**src/rtl/rtd_pkg.sv**
```systemverilog
`default_nettype none

package rtd_pkg;

	// table geometry
	localparam int STORED_ENTRIES = 106;
	localparam int TABLE_ENTRIES_DEF = 106;
	localparam int IDX_W = 7;
	localparam int FRAC_BITS = 24;
	localparam int BASE_TEMP_CENTI = -20000;
	localparam int STEP_CENTI = 1000;

	// register widths and reset values
	localparam int GAIN_W = 24;
	localparam int OFFS_W = 33;
	localparam int TEMP_W = 18;
	localparam int CODE_W = 16;
	localparam int CFG_IDX_W = 2;
	localparam logic [GAIN_W-1:0] GAIN_RST = 24'd52009;
	localparam logic [OFFS_W-1:0] OFFS_RST = 33'd1616686088;
	localparam logic signed [TEMP_W-1:0] THR_RST = 18'sd4000;

	// register indexes
	typedef enum logic [CFG_IDX_W-1:0] {
		REG_GAIN   = 2'd0,
		REG_OFFSET = 2'd1,
		REG_THRESH = 2'd2
	} reg_idx_t;

	// range status codes
	typedef enum logic [1:0] {
		RS_IN    = 2'd0,
		RS_ABOVE = 2'd1,
		RS_BELOW = 2'd2
	} range_t;

	// PT100 resistance, hundredths of an ohm, -200 C to 850 C in 10 C steps
	localparam logic [15:0] RTD_TBL [STORED_ENTRIES] = '{
		16'd1852, 16'd2283, 16'd2710, 16'd3134, 16'd3554, 16'd3972, 16'd4388, 16'd4800,
		16'd5211, 16'd5619, 16'd6026, 16'd6430, 16'd6833, 16'd7233, 16'd7633, 16'd8031,
		16'd8427, 16'd8822, 16'd9216, 16'd9609, 16'd10000, 16'd10390, 16'd10779,
		16'd11167, 16'd11554, 16'd11940, 16'd12324, 16'd12708, 16'd13090, 16'd13471,
		16'd13851, 16'd14229, 16'd14607, 16'd14983, 16'd15358, 16'd15733, 16'd16105,
		16'd16477, 16'd16848, 16'd17217, 16'd17586, 16'd17953, 16'd18319, 16'd18684,
		16'd19047, 16'd19410, 16'd19771, 16'd20131, 16'd20490, 16'd20848, 16'd21205,
		16'd21561, 16'd21915, 16'd22268, 16'd22621, 16'd22972, 16'd23321, 16'd23670,
		16'd24018, 16'd24364, 16'd24709, 16'd25053, 16'd25396, 16'd25738, 16'd26078,
		16'd26418, 16'd26756, 16'd27093, 16'd27429, 16'd27764, 16'd28098, 16'd28430,
		16'd28762, 16'd29092, 16'd29421, 16'd29749, 16'd30075, 16'd30401, 16'd30725,
		16'd31049, 16'd31371, 16'd31692, 16'd32012, 16'd32330, 16'd32648, 16'd32964,
		16'd33279, 16'd33593, 16'd33906, 16'd34218, 16'd34528, 16'd34838, 16'd35146,
		16'd35453, 16'd35759, 16'd36064, 16'd36367, 16'd36670, 16'd36971, 16'd37271,
		16'd37570, 16'd37868, 16'd38165, 16'd38460, 16'd38755, 16'd39048
	};

	function automatic logic [15:0] rtd_entry(input logic [IDX_W-1:0] idx);
		logic [15:0] v;
		v = '0;
		if (int'(idx) < STORED_ENTRIES) begin
			v = RTD_TBL[idx];
		end
		return v;
	endfunction

	// two restoring division steps; remainder stays below divisor if it starts below it
	typedef struct packed {
		logic [8:0] rem;
		logic [1:0] qb;
	} div2_t;

	function automatic div2_t div_step2(input logic [8:0] rem, input logic [1:0] bits,
			input logic [8:0] d);
		div2_t o;
		logic [9:0] t;
		logic [8:0] r;
		r = rem;
		o.qb = '0;
		for (int i = 1; i >= 0; i--) begin
			t = {r, bits[i]};
			if (t >= {1'b0, d}) begin
				t = t - {1'b0, d};
				o.qb[i] = 1'b1;
			end
			r = t[8:0];
		end
		o.rem = r;
		return o;
	endfunction

endpackage

`default_nettype wire

```
**src/rtl/rtd_resistance_to_temperature.sv**
```systemverilog
`default_nettype none

// PT100 linearizer: each adc_code word becomes R = code*gain + offset (ohms, 24 fraction
// bits), is placed in a constant 10-degree resistance table, and is interpolated to
// hundredths of a degree with truncation; readings off the table clamp to the end
// temperatures and are flagged in range_status, and alarm compares the result against the
// threshold register. The pipeline is 12 register stages deep (multiply, offset add, x100
// scale, two binary-search stages, interpolation multiply, five radix-4 divider stages,
// output register) and takes one word every cycle while in_stall is low; a stall
// only holds the stages that are full. Registers are written on cfg_valid with cfg_ready
// always high, and must be written only while the pipeline is empty.
module rtd_resistance_to_temperature #(
	parameter int TABLE_ENTRIES = rtd_pkg::TABLE_ENTRIES_DEF
) (
	input  wire logic                               clk,
	input  wire logic                               arst_n,
	input  wire logic                               cfg_valid,
	output logic                                    cfg_ready,
	input  wire logic [rtd_pkg::CFG_IDX_W-1:0]      cfg_index,
	input  wire logic [rtd_pkg::OFFS_W-1:0]         cfg_data,
	input  wire logic                               in_valid,
	output logic                                    in_stall,
	input  wire logic [rtd_pkg::CODE_W-1:0]         adc_code,
	output logic                                    out_valid,
	input  wire logic                               out_stall,
	output logic signed [rtd_pkg::TEMP_W-1:0]       temperature,
	output logic                                    alarm,
	output logic [1:0]                              range_status
);

	localparam int N_USED = (TABLE_ENTRIES > rtd_pkg::STORED_ENTRIES) ?
		rtd_pkg::STORED_ENTRIES : ((TABLE_ENTRIES < 2) ? 2 : TABLE_ENTRIES);
	localparam int IW = rtd_pkg::IDX_W;
	localparam logic [IW-1:0] SEG_MAX = IW'(N_USED - 2);
	localparam logic [IW-1:0] LAST_IDX = IW'(N_USED - 1);
	localparam int TEMP_TOP = rtd_pkg::BASE_TEMP_CENTI + (N_USED - 1) * rtd_pkg::STEP_CENTI;
	localparam int NS = 12;

	// configuration registers
	logic [rtd_pkg::GAIN_W-1:0] gain_q;
	logic [rtd_pkg::OFFS_W-1:0] offs_q;
	logic signed [rtd_pkg::TEMP_W-1:0] thr_q;

	assign cfg_ready = 1'b1;

	always_ff @(posedge clk or negedge arst_n) begin
		if (!arst_n) begin
			gain_q <= rtd_pkg::GAIN_RST;
			offs_q <= rtd_pkg::OFFS_RST;
			thr_q <= rtd_pkg::THR_RST;
		end else if (cfg_valid) begin
			unique case (cfg_index)
				rtd_pkg::REG_GAIN:   gain_q <= cfg_data[rtd_pkg::GAIN_W-1:0];
				rtd_pkg::REG_OFFSET: offs_q <= cfg_data;
				rtd_pkg::REG_THRESH: thr_q <= cfg_data[rtd_pkg::TEMP_W-1:0];
				default: ;
			endcase
		end
	end

	// valid bits and per-stage load enables
	logic [NS:1] vld_s;
	logic [NS-1:0] vin;
	logic [NS:1] load;

	assign vin = {vld_s[NS-1:1], in_valid};

	always_comb begin
		load[NS] = !vld_s[NS] || !out_stall;
		for (int k = NS - 1; k >= 1; k--) begin
			load[k] = !vld_s[k] || load[k+1];
		end
	end

	assign in_stall = !load[1];

	always_ff @(posedge clk or negedge arst_n) begin
		if (!arst_n) begin
			vld_s <= '0;
		end else begin
			for (int k = 1; k <= NS; k++) begin
				if (load[k]) vld_s[k] <= vin[k-1];
			end
		end
	end

	// stage 1: code times gain
	logic [39:0] prod_s1;
	always_ff @(posedge clk) begin
		if (load[1]) prod_s1 <= 40'(adc_code) * 40'(gain_q);
	end

	// stage 2: add offset
	logic [40:0] r_s2;
	always_ff @(posedge clk) begin
		if (load[2]) r_s2 <= 41'(prod_s1) + 41'(offs_q);
	end

	// stage 3: scale by 100, split integer centiohms and fraction
	logic [47:0] r100;
	logic [23:0] h_s3, l_s3, h_s4, l_s4, h_s5, l_s5;
	assign r100 = 48'(r_s2) * 48'd100;
	always_ff @(posedge clk) begin
		if (load[3]) begin
			h_s3 <= r100[47:24];
			l_s3 <= r100[23:0];
		end
	end

	// sideband carried down to the output
	logic [IW-1:0] seg_s [4:11];
	rtd_pkg::range_t st_s [4:11];

	// stage 4: range check and upper search bits
	logic [IW-1:0] seg4, cand4, seg5, cand5;
	logic [15:0] top_ent, bot_ent;
	rtd_pkg::range_t st4;

	always_comb begin
		top_ent = rtd_pkg::rtd_entry(LAST_IDX);
		bot_ent = rtd_pkg::rtd_entry('0);
		if ((h_s3 > 24'(top_ent)) || ((h_s3 == 24'(top_ent)) && (l_s3 != '0))) begin
			st4 = rtd_pkg::RS_ABOVE;
		end else if (h_s3 < 24'(bot_ent)) begin
			st4 = rtd_pkg::RS_BELOW;
		end else begin
			st4 = rtd_pkg::RS_IN;
		end
		seg4 = '0;
		cand4 = '0;
		for (int b = IW - 1; b >= 4; b--) begin
			cand4 = seg4 | (IW'(1) << b);
			if ((cand4 <= SEG_MAX) && (24'(rtd_pkg::rtd_entry(cand4)) <= h_s3)) seg4 = cand4;
		end
	end

	always_ff @(posedge clk) begin
		if (load[4]) begin
			h_s4 <= h_s3;
			l_s4 <= l_s3;
		end
	end

	// stage 5: lower search bits
	always_comb begin
		seg5 = seg_s[4];
		cand5 = '0;
		for (int b = 3; b >= 0; b--) begin
			cand5 = seg5 | (IW'(1) << b);
			if ((cand5 <= SEG_MAX) && (24'(rtd_pkg::rtd_entry(cand5)) <= h_s4)) seg5 = cand5;
		end
	end

	always_ff @(posedge clk) begin
		if (load[5]) begin
			h_s5 <= h_s4;
			l_s5 <= l_s4;
		end
	end

	// stage 6: numerator (R - lo) * 1000 / 2^24 and segment span
	logic [15:0] lo_ent, hi_ent;
	logic [9:0] dh;
	logic [43:0] num;
	logic [18:0] qn;
	logic [8:0] dv_d_s [6:11];
	logic [8:0] dv_rem_s [6:11];
	logic [9:0] dv_bits_s [6:11];
	logic [9:0] dv_quo_s [6:11];

	always_comb begin
		lo_ent = rtd_pkg::rtd_entry(seg_s[5]);
		hi_ent = rtd_pkg::rtd_entry(seg_s[5] + IW'(1));
		dh = 10'(h_s5 - 24'(lo_ent));
		num = 44'({dh, l_s5}) * 44'd1000;
		qn = num[42:24];
	end

	// stages 7..11: divider, two quotient bits per stage
	rtd_pkg::div2_t dstep [7:11];
	always_comb begin
		for (int k = 7; k <= 11; k++) begin
			dstep[k] = rtd_pkg::div_step2(dv_rem_s[k-1], dv_bits_s[k-1][9:8], dv_d_s[k-1]);
		end
	end

	// sideband and divider registers, stages 4..11
	always_ff @(posedge clk) begin
		if (load[4]) begin
			seg_s[4] <= seg4;
			st_s[4] <= st4;
		end
		if (load[5]) begin
			seg_s[5] <= seg5;
			st_s[5] <= st_s[4];
		end
		if (load[6]) begin
			dv_d_s[6] <= 9'(hi_ent - lo_ent);
			dv_rem_s[6] <= qn[18:10];
			dv_bits_s[6] <= qn[9:0];
			dv_quo_s[6] <= '0;
			seg_s[6] <= seg_s[5];
			st_s[6] <= st_s[5];
		end
		for (int k = 7; k <= 11; k++) begin
			if (load[k]) begin
				dv_d_s[k] <= dv_d_s[k-1];
				dv_rem_s[k] <= dstep[k].rem;
				dv_bits_s[k] <= {dv_bits_s[k-1][7:0], 2'b00};
				dv_quo_s[k] <= {dv_quo_s[k-1][7:0], dstep[k].qb};
				seg_s[k] <= seg_s[k-1];
				st_s[k] <= st_s[k-1];
			end
		end
	end

	// stage 12: temperature, alarm, status
	logic [9:0] frac;
	logic [16:0] seg_c;
	logic signed [rtd_pkg::TEMP_W-1:0] tmp;
	logic signed [rtd_pkg::TEMP_W-1:0] temp_s12;
	logic alarm_s12;
	logic [1:0] rs_s12;

	always_comb begin
		frac = (dv_quo_s[11] > 10'(rtd_pkg::STEP_CENTI)) ? 10'(rtd_pkg::STEP_CENTI) :
			dv_quo_s[11];
		seg_c = 17'(seg_s[11]) * 17'(rtd_pkg::STEP_CENTI);
		unique case (st_s[11])
			rtd_pkg::RS_ABOVE: tmp = rtd_pkg::TEMP_W'(TEMP_TOP);
			rtd_pkg::RS_BELOW: tmp = rtd_pkg::TEMP_W'(rtd_pkg::BASE_TEMP_CENTI);
			default: tmp = rtd_pkg::TEMP_W'(rtd_pkg::BASE_TEMP_CENTI) +
				signed'(18'(seg_c)) + signed'(18'(frac));
		endcase
	end

	always_ff @(posedge clk) begin
		if (load[12]) begin
			temp_s12 <= tmp;
			alarm_s12 <= (tmp > thr_q);
			rs_s12 <= st_s[11];
		end
	end

	assign out_valid = vld_s[NS];
	assign temperature = temp_s12;
	assign alarm = alarm_s12;
	assign range_status = rs_s12;

endmodule

`default_nettype wire
```
**config.mk**
```make
export PLATFORM = sky130hd
export DESIGN_NAME = rtd_resistance_to_temperature
export DESIGN_NICKNAME = d
export VERILOG_FILES = /design/src/rtl/rtd_pkg.sv /design/src/rtl/rtd_resistance_to_temperature.sv
export SDC_FILE = /design/constraint.sdc
export NUM_CORES = 2
export LEC_CHECK = 0
export BUFFER_PORTS_ARGS = -buffer_cell sky130_fd_sc_hd__buf_2
export CORE_MARGIN = 2
export CORE_UTILIZATION = 59
export CTS_CLUSTER_SIZE = 12
export DETAILED_ROUTE_END_ITERATION = 12
export PLACE_DENSITY = 0.88
export SLEW_MARGIN = 20
export SYNTH_ARGS = -nofsm -noshare
export SYNTH_HDL_FRONTEND = slang
export SYNTH_SLANG_ARGS = --single-unit
```
**constraint.sdc**
```tcl
create_clock -name clk -period 11 [get_ports clk]
set_clock_uncertainty 0.2 [all_clocks]
set_input_delay 2.2 -clock clk [delete_from_list [all_inputs] [get_ports clk]]
set_output_delay 2.2 -clock clk [all_outputs]
set_load 0.05 [all_outputs]
```
==> results_dict.tcl <==
set metrics [dict create \
    cts_buffers 56 \
    multiInputGateArea_um2 35000 \
    core-area_um2 91500 \
    r2r_cells 52 \
    gp_congestion 0.977 \
    seq_area_um2 15500 \
    yosys.area_share.simple 0.110 \
    endpoint_kind "flip-flop" \
    synth_common_cells "inv_1, ha_1, nand2_1" \
    max_stage_delay_ns 0.48 \
    drt_iter0_drc 3996 \
    cpMostUsedCell "ha_1" \
    maxSlewViolCount 0 \
    routed_wl_mm 137 \
    dr_wl_met2_mm 68.1 \
    worstSetupStartpointType "flip-flop" \
    dieWidth_um 308 \
    finalSetupViolations 0 \
    overflow 0 \
    hold_path.class "flip-flop to flip-flop" \
    synthArstFlopShare 0.164 \
    hold_slack_ns 0.192 \
    postSynthCellCount 5534 \
    synth.ff_latch_count 531 \
    nets 6742 \
    placed_cells 6660 \
    first_global_vias 43192 \
    fin_crit_ns 10.31 \
    placed_cell_area_um2 56100 \
    clockBufferDepth 3 \
    synth_top_area_frac 0.245 \
    min_delay_path_depth 0 \
    syn_area_um2 54400 \
    syn_nets 6741 \
    slew_headroom 0.266 \
    cts-root-buf "clkbuf_16" \
    grt_pass1_wl_mm 222 \
    clk_pin_slew_ns 0.07 \
    cts_tree "built" \
    wl_met3_mm 10.8 \
    clk_latency_ns 0.66 \
    finalHoldViolCount 0 \
    stdcell_area_um2 58000 \
    clock_sinks 531 \
    synthFlopType "edfxtp_1" \
    synth_top_family_by_area "adder cells" \
    synth.area.mux_share 0.0256 \
    die_h_um 308 \
    grt_usage 0.290 \
    fillers 6727 \
    yosysWarningCount 0 \
    drc 0 \
    yosys.area.top_type "edfxtp_1" \
    synth-xor-area-share 0.0351 \
    synth_enable_flop_cells 444 \
    top_layer "met5" \
    detail-route-antenna-nets 0 \
    arrival_ns 10.56 \
    holdBufCountCts 0 \
    avgSynthCellArea_um2 9.84 \
    numPortBuffers 78 \
    vias 41877 \
    antenna_found_initial 4 \
    dp_hpwl_mm 102 \
    io_pins 80 \
    drive_gt1_frac 0.0715 \
    wl_per_cell_um 20.3 \
    start_util 0.595 \
    ys_seq_area_frac 0.286 \
    cp_slowest_cell "edfxtp_1" \
    wirelength_met1_mm 52.1 \
    synth_most_common_cell "inv_1" \
    crit_type "flip-flop to flip-flop" \
    synthTopCellsByArea "edfxtp_1, fa_1, ha_1" \
    synth_compound_area_frac 0.138 \
    instances_no_fill 6763 \
    period_share 0.938 \
    cp.required_ns 11.25 \
    drt_first_pass_iters 6 \
    max_cap_violations 0 \
    status "complete, no violations" \
    worst_slew_pin_slew_ns 1.10 \
    rows 111 \
    synth_cell_types 85 \
    grt_max_degree 77 \
    area_growth_pct 6.54 \
    diodes 0 \
    viasPerCell 6.19 \
    synth_fa_ha_area_frac 0.332 \
    htreeDepth 2 \
    path_max_fanout 7 \
    max_freq_mhz 97.0 \
    dieArea_um2 94700 \
]
-- worst paths after layout --
check / startpoint / to / slack (ns)
max: seg_s[1][5] / seg_s[1][7] / 0.69
min: l_s4[17] / l_s5[17] / 0.19
max reg2reg: seg_s[1][5] / seg_s[1][7] / 0.69
min reg2reg: l_s4[17] / l_s5[17] / 0.19
max in group asynchronous: arst_n / thr_q[17] / 8.17
min in group asynchronous: arst_n / gain_q[22] / 1.36
-- layer usage --
metal  track usage  vias up
li1              -    18911
met1         0.364    20433
met2         0.498     2028
met3        0.0414      501
met4         0.130        4
met5             0        -
-- placed cells by master (no fill, tap or decap), types with 55 or more instances in the layout --
master	instances
xnor2_1	155
a21o_1	141
nand4_1	55
inv_1	841
and2_1	145
xor2_1	59
clkbuf_16	58
dfrtp_1	62
a21oi_1	334
nand3_1	79
nand2_1	520
o21ai_0	264
ha_1	659
buf_4	71
mux2_2	98
buf_2	77
nor2_1	241
edfxtp_1	444
fa_1	492
-- stage by stage --
step                 util  setup WS, ns  setup TNS (ns)
global placement    0.613         0.642               0
CTS                 0.633         0.621               0
finish              0.634         0.686               0
detailed placement  0.613         0.647               0
global route        0.634      -0.00150        -0.00150
floorplan               -         0.213               0
-- state kept, by name, summed over array words and instances (netlist names), 22 cells and up --
| signal | flops |
|---|---|
| dv_rem_s | 45 |
| dv_bits_s | 30 |
| h_s3 | 24 |
| r_s2 | 41 |
| dv_quo_s | 30 |
| seg_s | 52 |
| offs_q | 33 |
| dv_d_s | 45 |
| l_s3 | 22 |
| prod_s1 | 40 |
| h_s4 | 24 |
| gain_q | 24 |
| l_s5 | 22 |
| l_s4 | 22 |
-- final cells by class --
class | count | area share
Inverter | 849 | 0.0550
Multi-Input combinational cell | 3949 | 0.603
Sequential cell | 531 | 0.268
Clock buffer | 83 | 0.0277
Timing Repair Buffer | 148 | 0.0158
Clock inverter | 17 | 0.00457
Tap cell | 1186 | 0.0256
-- worst max-delay path: cells and delay by family, from the launching register on --
family,cells,cell delay (ns)
buffers and inverters,5,0.84
DFF,1,0.48
AOI/OAI and AO/OA,33,5.62
and+or+nand+nor,6,0.75
adders and majority gates,8,2.25
-- kinds of logic after synthesis --
group,after synthesis
AO/OA/AOI/OAI,1182
XOR/XNOR,218
adder cells (fa/ha/maj),1151
buffers and inverters,1054
flip-flops,531
multiplexers,118
other,1
AND/OR/NAND/NOR,1279
-- repair_timing --
item / 4_1_cts / 5_1_grt
endpoints found under the setup margin: 0 / 1
setup buffers: 0 / 3
gates resized for setup: 0 / 3
Power is left out: the tool's default activity adds up to more than one toggle a clock period on the data nets, which glitch-free logic cannot reach.
